--- src/rtl/core/ccm_pkg.sv ---
// Shared types, constants and a helper function of the color correction matrix.
`timescale 1ns / 1ps

package ccm_pkg;

  // Configuration register indexes.
  localparam logic [2:0] CFG_COEF_ROW0 = 3'd0;
  localparam logic [2:0] CFG_COEF_ROW1 = 3'd1;
  localparam logic [2:0] CFG_COEF_ROW2 = 3'd2;
  localparam logic [2:0] CFG_OFFSETS   = 3'd3;
  localparam logic [2:0] CFG_TEN_BIT   = 3'd4;

  localparam int unsigned SampleW = 10;
  localparam int unsigned CfgW    = 24;

  // Reset values of the configuration registers.
  localparam logic [CfgW-1:0] CoefRow0Rst = 24'hE5F960;
  localparam logic [CfgW-1:0] CoefRow1Rst = 24'h0550E7;
  localparam logic [CfgW-1:0] CoefRow2Rst = 24'h5EE6F3;
  localparam logic [CfgW-1:0] OffsetsRst  = 24'h000000;

  // Coefficient and saturation constants.
  localparam logic [7:0]         CoefMostNeg = 8'h80;
  localparam logic [6:0]         MagMax      = 7'h7f;
  localparam logic [12:0]        OfsExtAdd   = 13'h0070;
  localparam logic [SampleW-1:0] Max10       = 10'd1023;
  localparam logic [SampleW-1:0] Max8        = 10'd255;

  typedef struct packed {
    logic [SampleW-1:0] in_red;
    logic [SampleW-1:0] in_green;
    logic [SampleW-1:0] in_blue;
  } pix_in_t;

  typedef struct packed {
    logic [SampleW-1:0] out_red;
    logic [SampleW-1:0] out_green;
    logic [SampleW-1:0] out_blue;
  } pix_out_t;

  // Magnitude of a two's-complement coefficient; the most negative code
  // saturates to the largest magnitude.
  function automatic logic [6:0] coef_mag(input logic [7:0] coef);
    logic [7:0] negv;
    negv = 8'(~coef + 8'd1);
    if (coef == CoefMostNeg) begin
      coef_mag = MagMax;
    end else if (coef[7]) begin
      coef_mag = negv[6:0];
    end else begin
      coef_mag = coef[6:0];
    end
  endfunction

endpackage

--- src/rtl/core/ccm_product.sv ---
// Two-stage shift-and-add product of one sample and one 1/64 coefficient.
`timescale 1ns / 1ps

module ccm_product
  import ccm_pkg::*;
(
  input  logic               clk_i,
  input  logic [SampleW-1:0] pix_i,
  input  logic [7:0]         coef_i,
  output logic [11:0]        prod_o
);

  logic [6:0]  mag;
  logic [11:0] s01_d, s01_q;
  logic [9:0]  s48_d, s48_q;
  logic [7:0]  s16_d, s16_q;
  logic [4:0]  s64_d, s64_q;
  logic        neg_q;
  logic [11:0] total;
  logic [10:0] half;
  logic [11:0] prod_d, prod_q;

  // First stage: decode the coefficient and form pairwise partial sums.
  always_comb begin
    mag   = coef_mag(coef_i);
    s01_d = (mag[6] ? {1'b0, pix_i, 1'b0} : 12'd0) + (mag[5] ? {2'b00, pix_i} : 12'd0);
    s48_d = (mag[4] ? {1'b0, pix_i[9:1]} : 10'd0) + (mag[3] ? {2'b00, pix_i[9:2]} : 10'd0);
    s16_d = (mag[2] ? {1'b0, pix_i[9:3]} : 8'd0) + (mag[1] ? {2'b00, pix_i[9:4]} : 8'd0);
    s64_d = mag[0] ? pix_i[9:5] : 5'd0;
  end

  always_ff @(posedge clk_i) begin
    s01_q <= s01_d;
    s48_q <= s48_d;
    s16_q <= s16_d;
    s64_q <= s64_d;
    neg_q <= coef_i[7];
  end

  // Second stage: wrap to 12 bits, halve, and negate for negative coefficients.
  always_comb begin
    total  = 12'(s01_q + {2'b00, s48_q}) + 12'({4'd0, s16_q} + {7'd0, s64_q});
    half   = total[11:1];
    prod_d = neg_q ? 12'(~{1'b0, half} + 12'd1) : {1'b0, half};
  end

  always_ff @(posedge clk_i) begin
    prod_q <= prod_d;
  end

  assign prod_o = prod_q;

endmodule

--- src/rtl/core/ccm_channel.sv ---
// Sum of three products and an offset, clamped to the sample range.
`timescale 1ns / 1ps

module ccm_channel
  import ccm_pkg::*;
(
  input  logic               clk_i,
  input  logic [11:0]        prod_r_i,
  input  logic [11:0]        prod_g_i,
  input  logic [11:0]        prod_b_i,
  input  logic [7:0]         ofs_i,
  input  logic               ten_bit_i,
  output logic [SampleW-1:0] res_o
);

  logic [12:0]        sum_rg;
  logic [12:0]        sum_bo;
  logic [13:0]        total;
  logic [SampleW-1:0] res_d, res_q;

  // Sign-extended sums, then saturation to zero or full scale.
  always_comb begin
    sum_rg = {prod_r_i[11], prod_r_i} + {prod_g_i[11], prod_g_i};
    sum_bo = {prod_b_i[11], prod_b_i} + (ofs_i[7] ? OfsExtAdd : 13'd0) + {5'd0, ofs_i};
    total  = {sum_rg[12], sum_rg} + {sum_bo[12], sum_bo};
    if (total[13]) begin
      res_d = '0;
    end else if (total[12:10] != 3'd0) begin
      res_d = Max10;
    end else begin
      res_d = total[9:0];
    end
    if (!ten_bit_i && res_d > Max8) begin
      res_d = Max8;
    end
  end

  always_ff @(posedge clk_i) begin
    res_q <= res_d;
  end

  assign res_o = res_q;

endmodule

--- src/rtl/core/color_correction_matrix.sv ---
// Top level of the 3x3 color correction matrix with its configuration registers.
// Usage:
//   A pixel request is taken at a rising edge where start_i is high and busy_o
//   is low; busy_o is always low, so one pixel may enter in every cycle.
//   The corrected pixel is on pix_o for exactly one cycle, marked by done_o,
//   once it has passed the partial-sum, product and channel-sum registers.
//   Throughput is one pixel per cycle through the three register stages:
//   partial sums, product, and clamped channel sum.
//   Configuration is written through cfg_we_i, cfg_idx_i and cfg_wdata_i
//   with no read-back; indexes beyond the register list are ignored. The
//   user must change registers only while no pixel is in flight (not enforced).
//   Index 0..2 hold coefficient rows, 3 the offsets, 4 the ten-bit mode.
//   Reset clears all valid bits and loads the default coefficients, zero
//   offsets and ten-bit mode.
//   The receiver cannot stall; each result must be taken in its cycle.
`timescale 1ns / 1ps

module color_correction_matrix
  import ccm_pkg::*;
(
  input  logic            clk_i,
  input  logic            rst_ni,
  input  logic            start_i,
  output logic            busy_o,
  input  pix_in_t         pix_i,
  output logic            done_o,
  output pix_out_t        pix_o,
  input  logic            cfg_we_i,
  input  logic [2:0]      cfg_idx_i,
  input  logic [CfgW-1:0] cfg_wdata_i
);

  logic [CfgW-1:0]    coef_q [3];
  logic [CfgW-1:0]    offsets_q;
  logic               ten_bit_q;
  logic [2:0]         vld_q;
  logic [SampleW-1:0] pix_m [3];
  logic [11:0]        prod [3][3];
  logic [SampleW-1:0] res [3];

  // Configuration register writes.
  always_ff @(posedge clk_i or negedge rst_ni) begin
    if (!rst_ni) begin
      coef_q[0] <= CoefRow0Rst;
      coef_q[1] <= CoefRow1Rst;
      coef_q[2] <= CoefRow2Rst;
      offsets_q <= OffsetsRst;
      ten_bit_q <= 1'b1;
    end else if (cfg_we_i) begin
      unique case (cfg_idx_i)
        CFG_COEF_ROW0: coef_q[0] <= cfg_wdata_i;
        CFG_COEF_ROW1: coef_q[1] <= cfg_wdata_i;
        CFG_COEF_ROW2: coef_q[2] <= cfg_wdata_i;
        CFG_OFFSETS:   offsets_q <= cfg_wdata_i;
        CFG_TEN_BIT:   ten_bit_q <= cfg_wdata_i[0];
        default: ;
      endcase
    end
  end

  // Valid bits follow the pixel through the three stages.
  always_ff @(posedge clk_i or negedge rst_ni) begin
    if (!rst_ni) begin
      vld_q <= '0;
    end else begin
      vld_q <= {vld_q[1:0], start_i};
    end
  end

  assign busy_o = 1'b0;
  assign done_o = vld_q[2];

  // Input masking for eight-bit mode.
  always_comb begin
    pix_m[0] = ten_bit_q ? pix_i.in_red   : {2'b00, pix_i.in_red[7:0]};
    pix_m[1] = ten_bit_q ? pix_i.in_green : {2'b00, pix_i.in_green[7:0]};
    pix_m[2] = ten_bit_q ? pix_i.in_blue  : {2'b00, pix_i.in_blue[7:0]};
  end

  // Nine product units, one per coefficient, and one sum unit per output.
  for (genvar row = 0; row < 3; row++) begin : g_row
    for (genvar col = 0; col < 3; col++) begin : g_col
      ccm_product u_prod (
        .clk_i  (clk_i),
        .pix_i  (pix_m[col]),
        .coef_i (coef_q[row][col*8 +: 8]),
        .prod_o (prod[row][col])
      );
    end
    ccm_channel u_chan (
      .clk_i     (clk_i),
      .prod_r_i  (prod[row][0]),
      .prod_g_i  (prod[row][1]),
      .prod_b_i  (prod[row][2]),
      .ofs_i     (offsets_q[row*8 +: 8]),
      .ten_bit_i (ten_bit_q),
      .res_o     (res[row])
    );
  end

  assign pix_o.out_red   = res[0];
  assign pix_o.out_green = res[1];
  assign pix_o.out_blue  = res[2];

endmodule
--- config.mk ---
export PLATFORM = sky130hd
export DESIGN_NAME = color_correction_matrix
export DESIGN_NICKNAME = d
export VERILOG_FILES = /design/src/rtl/core/ccm_pkg.sv /design/src/rtl/core/ccm_product.sv /design/src/rtl/core/ccm_channel.sv /design/src/rtl/core/color_correction_matrix.sv
export SDC_FILE = /design/constraint.sdc
export NUM_CORES = 2
export LEC_CHECK = 0
export BUFFER_PORTS_ARGS = -buffer_cell sky130_fd_sc_hd__buf_4
export CORE_MARGIN = 1.5
export CORE_UTILIZATION = 35
export DETAILED_ROUTE_END_ITERATION = 7
export PLACE_DENSITY = 0.59
export RECOVER_POWER = 50
export SYNTH_ARGS = -nofsm -noshare
export SYNTH_HDL_FRONTEND = slang
export SYNTH_HIERARCHICAL = 1
export SYNTH_SLANG_ARGS = --single-unit
--- constraint.sdc ---
create_clock -name clk_i -period 10.2 [get_ports clk_i]
set_input_delay 2.04 -clock clk_i [delete_from_list [all_inputs] [get_ports clk_i]]
set_output_delay 2.04 -clock clk_i [all_outputs]
set_load 0.01 [all_outputs]
==> metrics.txt <==
# TYPE chip_impl_metric gauge
chip_impl_info{name="run_status",value="finished, violations left"} 1
chip_impl_info{name="failed_checks",value="max-capacitance violations, max-slew violations"} 1
chip_impl_metric{name="layout_min_cycle_time",unit="ps"} 6560
chip_impl_metric{name="clock_insertion_delay_worst_skew",unit="ps"} 630
chip_impl_info{name="min_delay_worst_type",value="flop to flop"} 1
chip_impl_metric{name="cp_data_required_time",unit="ps"} 10090
chip_impl_metric{name="ys_async_sr_fraction",unit=""} 0.178
chip_impl_metric{name="fillCellCount",unit=""} 11714
chip_impl_metric{name="h-tree-depth",unit=""} 3
chip_impl_metric{name="clock_slew_at_reported_path_ffs",unit="ps"} 60
chip_impl_metric{name="worstPathBufferInverterCount",unit=""} 2
chip_impl_metric{name="final-setup-viol-count",unit=""} 0
chip_impl_info{name="reg2reg_from",value="offsets_q[9]"} 1
chip_impl_metric{name="initial_util",unit=""} 0.354
chip_impl_metric{name="yosysTopAreaCellShare",unit=""} 0.221
chip_impl_metric{name="cts_setup_buffers",unit=""} 0
chip_impl_metric{name="antenna_found_initial",unit=""} 7
chip_impl_info{name="crit_path_frequent_cell",value="clkbuf_1"} 1
chip_impl_metric{name="final_cells",unit=""} 6299
chip_impl_metric{name="cp_max_fo",unit=""} 65
chip_impl_metric{name="arrival",unit="ps"} 6450
chip_impl_metric{name="synth-edff-count",unit=""} 0
chip_impl_metric{name="max-cap-violations",unit=""} 4
chip_impl_metric{name="drt_iter0_markers",unit=""} 1268
chip_impl_metric{name="placed_cells",unit=""} 6170
chip_impl_metric{name="drt_pre_antenna_iters",unit=""} 5
chip_impl_metric{name="dieHeight",unit="um"} 349
chip_impl_metric{name="post_drt_via_cell_ratio",unit=""} 4.81
chip_impl_metric{name="r2r_cells",unit=""} 17
chip_impl_metric{name="gr-usage-all-layers",unit=""} 0.160
chip_impl_metric{name="cts.repair.resized",unit=""} 0
chip_impl_metric{name="wl_per_cell",unit="um"} 15.4
chip_impl_metric{name="io_buffer_count",unit=""} 91
chip_impl_metric{name="clock_sink_count",unit=""} 562
chip_impl_metric{name="design_area",unit="sq um"} 46500
chip_impl_metric{name="post_dp_cell_area",unit="sq um"} 44200
chip_impl_info{name="worst_setup_path_startpoint",value="rst_ni"} 1
chip_impl_metric{name="gp_routability_congestion",unit=""} 0.856
chip_impl_metric{name="wirelength",unit="mm"} 96.8
chip_impl_info{name="timing_worst_setup_path_type",value="input port to async pin"} 1
chip_impl_metric{name="seq_area_frac_synth",unit=""} 0.282
chip_impl_metric{name="ios",unit=""} 93
chip_impl_metric{name="numCtsBuffers",unit=""} 70
chip_impl_info{name="timing.critical_path.from_type",value="input port"} 1
chip_impl_info{name="synth_area_leader_cell",value="dfxtp_1"} 1
chip_impl_metric{name="row_count",unit=""} 126
chip_impl_metric{name="final_layout_size_suffix_gt1_frac",unit=""} 0.0956
chip_impl_metric{name="timing_hold_violations_final",unit=""} 0
chip_impl_metric{name="grt_remaining_overflow",unit=""} 0
chip_impl_info{name="crit_path_cell_trace",value="clkbuf_1 > clkbuf_1"} 1
chip_impl_metric{name="slew-limit-headroom",unit=""} -1.47
chip_impl_metric{name="maximum_number_of_pins_on_one_net_before_global_route_repair",unit=""} 66
chip_impl_metric{name="postSynthRegisterBits",unit=""} 562
chip_impl_info{name="cts_tree",value="done"} 1
chip_impl_metric{name="syn_to_final_growth",unit="%"} 10.9
chip_impl_metric{name="fin_skew",unit="ps"} 43.5
chip_impl_metric{name="synth.cell_area",unit="sq um"} 41900
chip_impl_info{name="synth_area_leaders",value="dfxtp_1, ha_1, fa_1"} 1
chip_impl_metric{name="drc",unit=""} 0
chip_impl_info{name="worstSetupEndpointType",value="async pin"} 1
chip_impl_metric{name="drtAntennaViolNets",unit=""} 0
chip_impl_metric{name="synthesis.instances",unit=""} 4533
chip_impl_metric{name="die_w",unit="um"} 349
chip_impl_metric{name="ys.warnings.count",unit=""} 6
chip_impl_metric{name="nets",unit=""} 5363
chip_impl_metric{name="clock_tree.buffer_depth",unit=""} 3
chip_impl_info{name="postSynth.topFlopCell",value="dfxtp_1"} 1
chip_impl_metric{name="achievable-frequency",unit="MHz"} 152
chip_impl_info{name="critical_path.endpoint",value="coef_q[48]"} 1
chip_impl_metric{name="design.die.area",unit="sq um"} 122000
chip_impl_metric{name="final_clock_period_utilization_by_the_worst_path",unit=""} 0.643
chip_impl_metric{name="routed-via-count",unit=""} 30329
chip_impl_metric{name="slew_violations",unit=""} 153
chip_impl_metric{name="worst_slew_pin_slew",unit="ps"} 3700
chip_impl_metric{name="grt_pass1_vias",unit=""} 30029
chip_impl_metric{name="mappedNetlistNets",unit=""} 5254
chip_impl_info{name="critical_path.reg2reg.endpoint",value="g_row[1].u_chan/res_o[7]"} 1
chip_impl_metric{name="worst_hold_path.num_cells",unit=""} 0
chip_impl_info{name="critical-path-top-delay-family",value="buffers and inverters"} 1
chip_impl_metric{name="critical_path.max_stage_delay",unit="ps"} 2700
chip_impl_metric{name="reg2reg_setup_slack",unit="ps"} 5410
chip_impl_metric{name="critical_path_cell_count",unit=""} 2
chip_impl_info{name="master_cell_of_the_clock_root_buffer",value="clkbuf_16"} 1
chip_impl_metric{name="place_hpwl",unit="mm"} 75.5
chip_impl_info{name="grt_setup_unrepaired",value="false"} 1
chip_impl_metric{name="setup-tns-final",unit="ps"} 0
chip_impl_metric{name="synth_cell_type_count",unit=""} 90
chip_impl_metric{name="coreArea",unit="sq um"} 118000
chip_impl_metric{name="register_area",unit="sq um"} 11800
chip_impl_metric{name="ctsHoldBuffers",unit=""} 0
chip_impl_info{name="yosys-top-cells-count",value="inv_1, dfxtp_1, ha_1"} 1
chip_impl_metric{name="avg_cell_area_syn",unit="sq um"} 9.25
chip_impl_metric{name="multi_input_area",unit="sq um"} 27300
chip_impl_info{name="slowest_stage",value="clkbuf_1"} 1
chip_impl_metric{name="grt_first_pass_wirelength",unit="mm"} 157
chip_impl_info{name="synth.most_common_cell",value="inv_1"} 1
==> how the worst min path moves through the flow <==
stage	start	to	slack (ps)
final	vld_q[1]	vld_q[2]	350
after global routing	vld_q[1]	vld_q[2]	370
after CTS	vld_q[1]	vld_q[2]	350
after detailed placement	vld_q[1]	vld_q[2]	340
after global placement	vld_q[0]	vld_q[1]	330
after floorplan	vld_q[0]	vld_q[1]	330
==> final cells by class <==
| type | count | area share |
|---|---|---|
| Multi-Input combinational cell | 3285 | 0.587 |
| Sequential cell | 562 | 0.254 |
| Inverter | 621 | 0.0501 |
| Clock buffer | 107 | 0.0448 |
| Tap cell | 1600 | 0.0430 |
| Timing Repair Buffer | 102 | 0.0144 |
| Clock inverter | 20 | 0.00624 |
| Antenna cell | 2 | 0.000108 |
==> through the flow <==
stage          utilization  setup slack, ps  hold WS (ps)
3_3_place_gp         0.374             5530           334
5_1_grt              0.393             2690           368
6_report             0.393             3640           350
3_5_place_dp         0.374             5430           338
4_1_cts              0.394             5410           351
2_1_floorplan            -             5830           331
==> cell families after synthesis <==
group	Yosys count	synth area share
DFF	562	0.282
adders and majority gates	660	0.232
AOI/OAI and AO/OA	901	0.146
buffers and inverters	686	0.0662
xor gates and xnor gates	386	0.0806
muxes	109	0.0294
other	1	0.0000895
and+or+nand+nor	1228	0.164
==> cell usage in the layout (no fill, tap or decap), types with 21 or more instances in the layout <==
cell and n:
a211oi_1 27, nand2b_1 27, nor3_1 39, dfxtp_1 462
nor2b_1 140, buf_4 72, a21o_1 99, a21oi_2 22
nand2_1 222, clkbuf_1 44, o211a_1 30, ha_1 462
inv_1 615, nand4_1 34, o31ai_1 21, dfrtp_1 60
xor2_1 115, a21oi_1 305, or2_2 21, o21bai_1 60
dfstp_2 29, and3_1 28, xnor2_1 271, mux2_2 91
nand3_1 55, fa_1 198, clkbuf_16 71, and2_1 348
and2_0 35, nor2_1 171, o21ai_0 125
==> state kept, by name, indices dropped and copies added, names as in the netlist <==
| signal | flops |
|---|---|
| g_row.g_col.u_prod/prod_o | 108 |
| g_row.g_col.u_prod/s01_q | 108 |
| g_row.g_col.u_prod/s48_q | 90 |
| coef_q | 72 |
| g_row.g_col.u_prod/s16_q | 72 |
| g_row.g_col.u_prod/s64_q | 45 |
| g_row.u_chan/res_o | 30 |
| offsets_q | 24 |
| g_row.g_col.u_prod/neg_q | 9 |
| vld_q | 3 |
| ten_bit_q | 1 |
==> per-layer routing <==
layer | global-route usage | up-vias | routed length, um
met3 | 0.0219 | 121 | 3360
met1 | 0.209 | 14353 | 45700
li1 | - | 15463 | -
met5 | 0 | - | 19
met2 | 0.274 | 388 | 45500
met4 | 0.0468 | 4 | 2280
Power is not shown: default switching activity piles up to over one toggle a cycle in this logic, so the estimate is an artifact.
